<file path="src/rtl/zcfm_pkg.sv">
package zcfm_pkg;

  // Ring of frequency entries; depth must be a power of two (mean is a shift).
  localparam int AVG_DEPTH = 128;
  localparam int PTR_W     = $clog2(AVG_DEPTH);

  localparam int SAMPLE_W  = 16;
  localparam int HYST_W    = 15;
  localparam int FREQ_W    = 16;
  localparam int SUM_W     = FREQ_W + PTR_W;
  localparam int FRAC_W    = 8;
  localparam int AVG_W     = SUM_W + FRAC_W - PTR_W;

  // Result beat: pulse_level, new_measure, period_samples, freq_hz, avg_freq
  localparam int RES_W     = 2 + SAMPLE_W + FREQ_W + AVG_W;
  localparam int OUT_DATA_W = ((RES_W + 7) / 8) * 8;

  // Configuration registers
  localparam int CFG_ADDR_W = 2;
  localparam int CFG_DATA_W = 16;
  localparam logic [CFG_ADDR_W-1:0] REG_MIDPOINT    = 2'd0;
  localparam logic [CFG_ADDR_W-1:0] REG_HYSTERESIS  = 2'd1;
  localparam logic [CFG_ADDR_W-1:0] REG_SAMPLE_RATE = 2'd2;

  localparam logic [SAMPLE_W-1:0] MIDPOINT_RST    = 16'd32767;
  localparam logic [HYST_W-1:0]   HYSTERESIS_RST  = 15'd500;
  localparam logic [FREQ_W-1:0]   SAMPLE_RATE_RST = 16'd8000;

  localparam int DIV_STEPS = FREQ_W;
  localparam int DIV_CNT_W = $clog2(DIV_STEPS);

endpackage

</file>
<file path="src/rtl/zcfm_ram.sv">
module zcfm_ram #(
  parameter int WIDTH = 16,
  parameter int DEPTH = 128
) (
  input  logic                     clk,
  input  logic                     we,
  input  logic [$clog2(DEPTH)-1:0] waddr,
  input  logic [WIDTH-1:0]         wdata,
  input  logic [$clog2(DEPTH)-1:0] raddr,
  output logic [WIDTH-1:0]         rdata
);

  logic [WIDTH-1:0] mem [DEPTH];

  always_ff @(posedge clk) begin
    if (we) begin
      mem[waddr] <= wdata;
    end
    rdata <= mem[raddr];
  end

endmodule

</file>
<file path="src/rtl/zero_cross_frequency_meter.sv">
// Channel   Dir  Signals                       Beat contents (lowest bit first)
// s_axis    in   s_axis_tvalid/tready/tdata    sample[15:0]
// m_axis    out  m_axis_tvalid/tready/tdata    pulse_level, new_measure,
//                                              period_samples[15:0], freq_hz[15:0],
//                                              avg_freq[23:0], zero pad
// cfg       in   cfg_we/cfg_addr/cfg_data      0 midpoint, 1 hysteresis, 2 sample_rate
//
// One sample in flight at a time. A sample with no falling crossing passes S_EVAL
// and S_OUT before the next accept; a falling crossing adds the bit-serial period
// divider plus one ring write-back. S_OUT holds while the last result is not taken.
// The frequency ring lives in a one-port-read RAM; entries not yet written since
// reset read as zero through a wrap flag, so reset needs no clearing pass.
// rst is synchronous; a new sample is taken while the previous result waits in
// the output register.
module zero_cross_frequency_meter
  import zcfm_pkg::*;
(
  input  logic                  clk,
  input  logic                  rst,
  input  logic                  s_axis_tvalid,
  output logic                  s_axis_tready,
  input  logic [SAMPLE_W-1:0]   s_axis_tdata,   // sample[15:0]
  output logic                  m_axis_tvalid,
  input  logic                  m_axis_tready,
  output logic [OUT_DATA_W-1:0] m_axis_tdata,   // pulse_level, new_measure,
                                                // period_samples, freq_hz, avg_freq
  input  logic                  cfg_we,
  input  logic [CFG_ADDR_W-1:0] cfg_addr,
  input  logic [CFG_DATA_W-1:0] cfg_data
);

  localparam logic [2:0] S_IDLE = 3'd0;
  localparam logic [2:0] S_EVAL = 3'd1;
  localparam logic [2:0] S_DIV  = 3'd2;
  localparam logic [2:0] S_WB   = 3'd3;
  localparam logic [2:0] S_OUT  = 3'd4;

  logic [2:0]          state;

  logic [SAMPLE_W-1:0] midpoint;
  logic [HYST_W-1:0]   hysteresis;
  logic [FREQ_W-1:0]   sample_rate;

  logic [SAMPLE_W-1:0] cur;
  logic [SAMPLE_W-1:0] prev_sample;
  logic                armed;
  logic [SAMPLE_W-1:0] sample_count;
  logic [SAMPLE_W-1:0] last_period;
  logic [FREQ_W-1:0]   last_freq;
  logic                measured;
  logic [PTR_W-1:0]    ring_pointer;
  logic                wrapped;
  logic [SUM_W-1:0]    ring_sum;
  logic [FREQ_W-1:0]   old_entry;

  logic [FREQ_W-1:0]   div_rem;
  logic [FREQ_W-1:0]   div_quo;
  logic [DIV_CNT_W-1:0] div_cnt;

  logic [FREQ_W-1:0]   ram_rdata;
  logic                ram_we;

  // thresholds, exact (no wrap)
  logic [SAMPLE_W:0]        thr_hi;
  logic signed [SAMPLE_W+1:0] thr_lo;
  logic                     rise_hit;
  logic                     fall_hit;

  always_comb begin
    thr_hi = {1'b0, midpoint} + {2'b0, hysteresis};
    thr_lo = $signed({2'b0, midpoint}) - $signed({3'b0, hysteresis});
    rise_hit = ({1'b0, cur} >= thr_hi) && ({1'b0, prev_sample} < thr_hi) && armed;
    fall_hit = ($signed({2'b0, cur}) <= thr_lo) && ($signed({2'b0, prev_sample}) > thr_lo)
               && !armed;
  end

  // restoring divider step; a zero divisor yields all ones, which is the saturated value
  logic [FREQ_W:0]   rem_sh;
  logic [FREQ_W+1:0] rem_diff;

  always_comb begin
    rem_sh   = {div_rem, div_quo[FREQ_W-1]};
    rem_diff = {1'b0, rem_sh} - {2'b0, last_period};
  end

  logic [FREQ_W-1:0] old_val;
  logic [SUM_W-1:0]  ring_sum_next;
  logic [SUM_W+FRAC_W-1:0] sum_scaled;
  logic [AVG_W-1:0]  avg_freq;

  always_comb begin
    old_val       = wrapped ? old_entry : '0;
    ring_sum_next = ring_sum - {{PTR_W{1'b0}}, old_val} + {{PTR_W{1'b0}}, div_quo};
    sum_scaled    = {ring_sum, {FRAC_W{1'b0}}};
    avg_freq      = sum_scaled[SUM_W+FRAC_W-1:PTR_W];
  end

  assign s_axis_tready = (state == S_IDLE);
  assign ram_we        = (state == S_WB);

  zcfm_ram #(
    .WIDTH (FREQ_W),
    .DEPTH (AVG_DEPTH)
  ) u_ring (
    .clk   (clk),
    .we    (ram_we),
    .waddr (ring_pointer),
    .wdata (div_quo),
    .raddr (ring_pointer),
    .rdata (ram_rdata)
  );

  // configuration
  always_ff @(posedge clk) begin
    if (rst) begin
      midpoint    <= MIDPOINT_RST;
      hysteresis  <= HYSTERESIS_RST;
      sample_rate <= SAMPLE_RATE_RST;
    end else if (cfg_we) begin
      unique case (cfg_addr)
        REG_MIDPOINT:    midpoint    <= cfg_data;
        REG_HYSTERESIS:  hysteresis  <= cfg_data[HYST_W-1:0];
        REG_SAMPLE_RATE: sample_rate <= cfg_data;
        default: ;
      endcase
    end
  end

  // payload registers
  always_ff @(posedge clk) begin
    if (state == S_IDLE && s_axis_tvalid) begin
      cur <= s_axis_tdata;
    end
    if (state == S_DIV && div_cnt == '0) begin
      old_entry <= ram_rdata;
    end
  end

  always_ff @(posedge clk) begin
    if (rst) begin
      state         <= S_IDLE;
      armed         <= 1'b0;
      prev_sample   <= '0;
      sample_count  <= '0;
      last_period   <= '0;
      last_freq     <= '0;
      measured      <= 1'b0;
      ring_pointer  <= '0;
      wrapped       <= 1'b0;
      ring_sum      <= '0;
      div_rem       <= '0;
      div_quo       <= '0;
      div_cnt       <= '0;
      m_axis_tvalid <= 1'b0;
      m_axis_tdata  <= '0;
    end else begin
      // in S_OUT the output register is reloaded below instead
      if (m_axis_tvalid && m_axis_tready && state != S_OUT) begin
        m_axis_tvalid <= 1'b0;
      end
      unique case (state)
        S_IDLE: begin
          if (s_axis_tvalid) begin
            state <= S_EVAL;
          end
        end
        S_EVAL: begin
          prev_sample <= cur;
          measured    <= fall_hit;
          if (rise_hit) begin
            armed <= 1'b0;
          end
          if (fall_hit) begin
            // count restarts; this sample already counts as one
            last_period  <= sample_count;
            sample_count <= {{(SAMPLE_W-1){1'b0}}, 1'b1};
            armed        <= 1'b1;
            div_rem      <= '0;
            div_quo      <= sample_rate;
            div_cnt      <= '0;
            state        <= S_DIV;
          end else begin
            if (sample_count != '1) begin
              sample_count <= sample_count + 1'b1;
            end
            state <= S_OUT;
          end
        end
        S_DIV: begin
          if (!rem_diff[FREQ_W+1]) begin
            div_rem <= rem_diff[FREQ_W-1:0];
          end else begin
            div_rem <= rem_sh[FREQ_W-1:0];
          end
          div_quo <= {div_quo[FREQ_W-2:0], !rem_diff[FREQ_W+1]};
          div_cnt <= div_cnt + 1'b1;
          if (div_cnt == DIV_CNT_W'(DIV_STEPS - 1)) begin
            state <= S_WB;
          end
        end
        S_WB: begin
          last_freq <= div_quo;
          ring_sum  <= ring_sum_next;
          if (ring_pointer == PTR_W'(AVG_DEPTH - 1)) begin
            ring_pointer <= '0;
            wrapped      <= 1'b1;
          end else begin
            ring_pointer <= ring_pointer + 1'b1;
          end
          state <= S_OUT;
        end
        S_OUT: begin
          if (!m_axis_tvalid || m_axis_tready) begin
            m_axis_tvalid <= 1'b1;
            m_axis_tdata  <= {{(OUT_DATA_W-RES_W){1'b0}}, avg_freq, last_freq,
                              last_period, measured, armed};
            state         <= S_IDLE;
          end
        end
        default: state <= S_IDLE;
      endcase
    end
  end

`ifndef SYNTHESIS
  // a completed measurement always leaves the output level high
  a_measure_sets_level: assert property (@(posedge clk) disable iff (rst)
    m_axis_tvalid && m_axis_tdata[1] |-> m_axis_tdata[0])
    else $error("new_measure without pulse_level");

  // ring write-back is always followed by delivering the result
  a_wb_to_out: assert property (@(posedge clk) disable iff (rst)
    state == S_WB |=> state == S_OUT)
    else $error("write-back not followed by output");

  // the divider runs only after a falling crossing
  a_div_entry: assert property (@(posedge clk) disable iff (rst)
    $rose(state == S_DIV) |-> $past(state == S_EVAL) && armed)
    else $error("divider started without a falling crossing");

  // the wrap flag sets exactly when the pointer returns to zero
  a_wrap_at_zero: assert property (@(posedge clk) disable iff (rst)
    $rose(wrapped) |-> ring_pointer == '0)
    else $error("wrap flag set away from ring start");

  // the running sum only changes on a ring write-back
  a_sum_only_on_wb: assert property (@(posedge clk) disable iff (rst)
    !$stable(ring_sum) |-> $past(state == S_WB) || $past(rst))
    else $error("ring sum changed outside write-back");
`endif

endmodule

</file>
<file path="config.mk">
export PLATFORM = sky130hd
export DESIGN_NAME = zero_cross_frequency_meter
export DESIGN_NICKNAME = d
export VERILOG_FILES = /design/src/rtl/zcfm_pkg.sv /design/src/rtl/zcfm_ram.sv /design/src/rtl/zero_cross_frequency_meter.sv
export SDC_FILE = /design/constraint.sdc
export NUM_CORES = 2
export LEC_CHECK = 0
export BUFFER_PORTS_ARGS = -buffer_cell sky130_fd_sc_hd__buf_2
export CAP_MARGIN = 20
export CORE_MARGIN = 2
export CORE_UTILIZATION = 30
export DETAILED_ROUTE_END_ITERATION = 16
export GPL_TIMING_DRIVEN = 0
export HOLD_SLACK_MARGIN = 0.02
export SLEW_MARGIN = 20
export SYNTH_ARGS = -nofsm -noshare
export SYNTH_HDL_FRONTEND = slang
export SYNTH_HIERARCHICAL = 1
export SYNTH_SLANG_ARGS = --single-unit
</file>
<file path="constraint.sdc">
create_clock -name clk -period 10.1 [get_ports clk]
set_clock_uncertainty 0.15 [all_clocks]
set_input_delay 0 -clock clk [delete_from_list [all_inputs] [get_ports clk]]
set_output_delay 0 -clock clk [all_outputs]
set_load 0.05 [all_outputs]
</file>
==> results.sh <==
export IMPL_status="complete, no violations"
export IMPL_crit_start="hysteresis[2]$_SDFFE_PP1P_"
export IMPL_pwr_share_comb=0.020
export IMPL_cpMaxStageDelayCell="a211oi_1"
export IMPL_cts_buffers=231
export IMPL_syn_to_final_growth_pct=17.78
export IMPL_first_pass_iters=6
export IMPL_p_int_uw=15460
export IMPL_power_per_cell_area_nw_per_um2=175.4
export IMPL_synth_top_cell_area_share=0.6666
export IMPL_drive_gt1_frac=0.2747
export IMPL_nFillCells=28780
export IMPL_hold_viol_final=0
export IMPL_clockPowerShare=0.442
export IMPL_clock_latency_ns=0.92
export IMPL_grt_max_degree=67
export IMPL_rsz0062_at_grt="no"
export IMPL_cp_required_ns=10.66
export IMPL_ctsHoldBuffers=80
export IMPL_fin_cells=9765
export IMPL_layout_common_cells="edfxtp_1, mux4_2, nand2_1"
export IMPL_numPortBuffers=96
export IMPL_crit_path_cell_trace="inv_1 > ha_1 > buf_2 > nor2_1 > a211oi_1 > o211ai_1 > and2_1 > nand2b_1 > a21oi_1 > o21bai_1 > a21oi_1 > xnor2_1 > ha_1 > nand3_1 > o21bai_1 > a21o_1 > a31oi_1 > o2111ai_4 > nor2_4 > buf_2 > mux2i_1 > nor2_1"
export IMPL_routedWlPerCell_microns=24.95
export IMPL_placed_cells=9258
export IMPL_rr_startpoint="hysteresis[2]$_SDFFE_PP1P_"
export IMPL_cts_setup_buffers=0
export IMPL_rr_worst_depth=22
export IMPL_die_h_microns=562.9
export IMPL_netlist_instances=4853
export IMPL_fin_util=0.3544
export IMPL_grt_pass1_wl_microns=349400
export IMPL_ys_ff_latch=2337
export IMPL_drcViolationCount=0
export IMPL_synth_cell_types=70
export IMPL_crit_path_start_kind="flip-flop"
export IMPL_netlist_area_sq_um=93700
export IMPL_clock_path_buffers=4
export IMPL_tritoncts="built"
export IMPL_synth_edff_count=2080
export IMPL_drtIter0Drc=5442
export IMPL_fmax_mhz=187.4
export IMPL_min_period_ns=5.337
export IMPL_top_usage_layer="met2"
export IMPL_swShare=0.2012
export IMPL_cp_end_kind="flip-flop"
export IMPL_p_switching_uw=3895
export IMPL_synth_area_top_cells="edfxtp_1, mux4_2, dfxtp_1, ha_1, nand2_1"
export IMPL_cp_arrival_ns=5.89
export IMPL_met1_usage=0.2107
export IMPL_slew_headroom=0.1631
export IMPL_setup_violations=0
export IMPL_detailedPlacementHpwl_microns=172400
export IMPL_yosysWarnings=6
export IMPL_period_share=0.5284
export IMPL_routabilityCongestion=0.8606
export IMPL_worst_pin_slew_ns=1.255
export IMPL_grt_pass1_vias=48720
export IMPL_h_tree_depth=4
export IMPL_overflow=0
export IMPL_path_class="flip-flop to flip-flop"
export IMPL_grt_util_met3=0.02585
export IMPL_vias_per_cell=5.016
export IMPL_synth_area_per_cell_sq_um=19.31
export IMPL_max_stage_delay_ns=0.53
export IMPL_setup_tns_ns=0
export IMPL_synth_top_area_cell="edfxtp_1"
export IMPL_cap_violations=0
export IMPL_leakagePower_uw=0.03452
export IMPL_totalWireLength_microns=243600
export IMPL_seq_power_share=0.537
export IMPL_placed_cell_area_sq_um=102100
export IMPL_reg2reg_setup_slack_ns=4.76
export IMPL_grt_antenna_before_repair=14
export IMPL_design_core_area_sq_um=311400
export IMPL_crit_path_end="last_period[13]$_SDFFE_PP0P_"
export IMPL_clk_pin_slew_ns=0.06
export IMPL_fp_dieW_microns=562.9
export IMPL_grtUsageTotal=0.1507
export IMPL_start_util=0.3009
export IMPL_crit_fanout=10
export IMPL_irDropWorstVdd_uv=131.7
export IMPL_synthArstFlopShare=0
export IMPL_timing_hold_ws_ns=0.1313
export IMPL_via_count=48980
export IMPL_cts_sinks=2337
export IMPL_use_met2=0.2421
export IMPL_final_net_count=5621
export IMPL_slew_violations=0
export IMPL_r2r_end="last_period[13]$_SDFFE_PP0P_"
export IMPL_fin_area_sq_um=110400
export IMPL_synth_ff_type="edfxtp_1"
export IMPL_clockRootBuffer="clkbuf_16"
export IMPL_final_common_cell="edfxtp_1"
export IMPL_die_area_sq_um=316800
export IMPL_yosysSeqAreaShare=0.7215
export IMPL_row_count=205
export IMPL_io_pins=105
export IMPL_cts_resized=0
export IMPL_antenna_left=0
export IMPL_holdCritPathClass="input port to flip-flop"
==> layout make-up <==
class,count,area [sq um],share of cell area
antenna,8,20.02,0.0001814
buffer,251,1110,0.01006
clock buffer,271,5981,0.05419
clock inverter,148,1498,0.01357
inverter,132,495.5,0.004490
multi-input combinational,2139,24940,0.2260
sequential,2337,67660,0.6131
tap,4140,5180,0.04694
timing repair buffer,339,3476,0.03150
==> power groups by stage <==
| stage | clock network, uW | logic [uW] | registers [uW] |
|---|---|---|---|
| after CTS | 8720 | 393 | 10400 |
| after floorplan | 0 | 256 | 10600 |
| final | 8560 | 394 | 10400 |
| after global placement | 0 | 351 | 10600 |
| after global routing | 9070 | 437 | 10400 |
| after detailed placement | 0 | 365 | 10600 |
==> kinds of logic (layout without fill, tap and decap cells) <==
logic type,count (synthesis),after routing,share of synthesized area
muxes,733,733,0.1683
other,1,15,0.00004002
xor gates and xnor gates,75,75,0.007011
DFF,2337,2337,0.7215
AOI/OAI and AO/OA,418,418,0.02854
and+or+nand+nor,753,753,0.03587
buffers and inverters,383,1141,0.01685
adders and majority gates,153,153,0.02193
==> per-layer routing <==
metal	share of wire	routed length, microns	up-vias
met5	0	0	-
met4	0.027	6562	0
met3	0.075	18300	308
met2	0.47	114800	1829
met1	0.43	103900	26120
li1	-	-	20720
==> synth_stat cells, types with 4 or more instances <==
| library cell | n |
|---|---|
| fa_1 | 19 |
| o211ai_1 | 8 |
| buf_2 | 59 |
| a211oi_1 | 36 |
| nand4_1 | 17 |
| dfxtp_1 | 257 |
| o41ai_1 | 4 |
| xnor2_1 | 52 |
| or3_1 | 13 |
| nand3b_1 | 10 |
| nor2_4 | 11 |
| o2bb2ai_1 | 16 |
| o21ai_0 | 42 |
| edfxtp_1 | 2080 |
| nor2b_1 | 32 |
| nand2_1 | 309 |
| a211o_1 | 23 |
| o31ai_1 | 8 |
| buf_4 | 11 |
| and3_1 | 5 |
| xor2_1 | 23 |
| a31oi_1 | 4 |
| inv_1 | 132 |
| ha_1 | 132 |
| nor4_1 | 4 |
| mux2i_1 | 45 |
| a21oi_1 | 191 |
| and2_1 | 21 |
| nand2b_1 | 19 |
| mux4_2 | 672 |
| buf_1 | 36 |
| nor2_1 | 235 |
| o21a_1 | 20 |
| nor3_1 | 34 |
| clkbuf_1 | 142 |
| nand3_1 | 31 |
| mux2_2 | 16 |
| o21bai_1 | 13 |
| a21o_1 | 19 |
==> sequential cells by signal, indices dropped and copies added (netlist names), 3 cells and up <==
signal,flops
cur,16
div_cnt,4
div_quo,16
div_rem,16
hysteresis,15
last_freq,16
last_period,16
m_axis_tdata,57
midpoint,16
old_entry,16
prev_sample,16
ring_pointer,7
ring_sum,23
sample_count,16
sample_rate,16
state,3
u_ring/mem,2048
u_ring/rdata,16
==> worst max-delay path: cells and delay by family, from the launching register on <==
family          cells  cell delay, ns
compound gates      9            2.02
buf+inv             3            0.65
flops               1            0.32
mux                 1            0.26
simple gates        6            1.02
fa+ha+maj           2            0.58
xor+xnor            1            0.20
==> worst min path at each step <==
stage	from	endpoint	slack, ns	cells past startpoint
global route	cfg_we	hysteresis[2]$_SDFFE_PP1P_	0.12	5
finish	cfg_addr[0]	hysteresis[2]$_SDFFE_PP1P_	0.13	5
CTS	cfg_addr[0]	hysteresis[2]$_SDFFE_PP1P_	0.07	5
floorplan	s_axis_tdata[0]	cur[0]$_DFFE_PP_	-0.05	0
global placement	s_axis_tdata[3]	cur[3]$_DFFE_PP_	0.03	1
detailed placement	s_axis_tdata[14]	cur[14]$_DFFE_PP_	0.03	1
==> per-stage QoR <==
stage / total power, uW / setup slack (ns)
6_report: 19360 / 4.763
5_1_grt: 19910 / 4.397
4_1_cts: 19510 / 4.817
3_5_place_dp: 10980 / 4.821
3_3_place_gp: 10980 / 2.012
2_1_floorplan: 10870 / 4.863
Note: power is estimated with default switching activity, not from simulation.
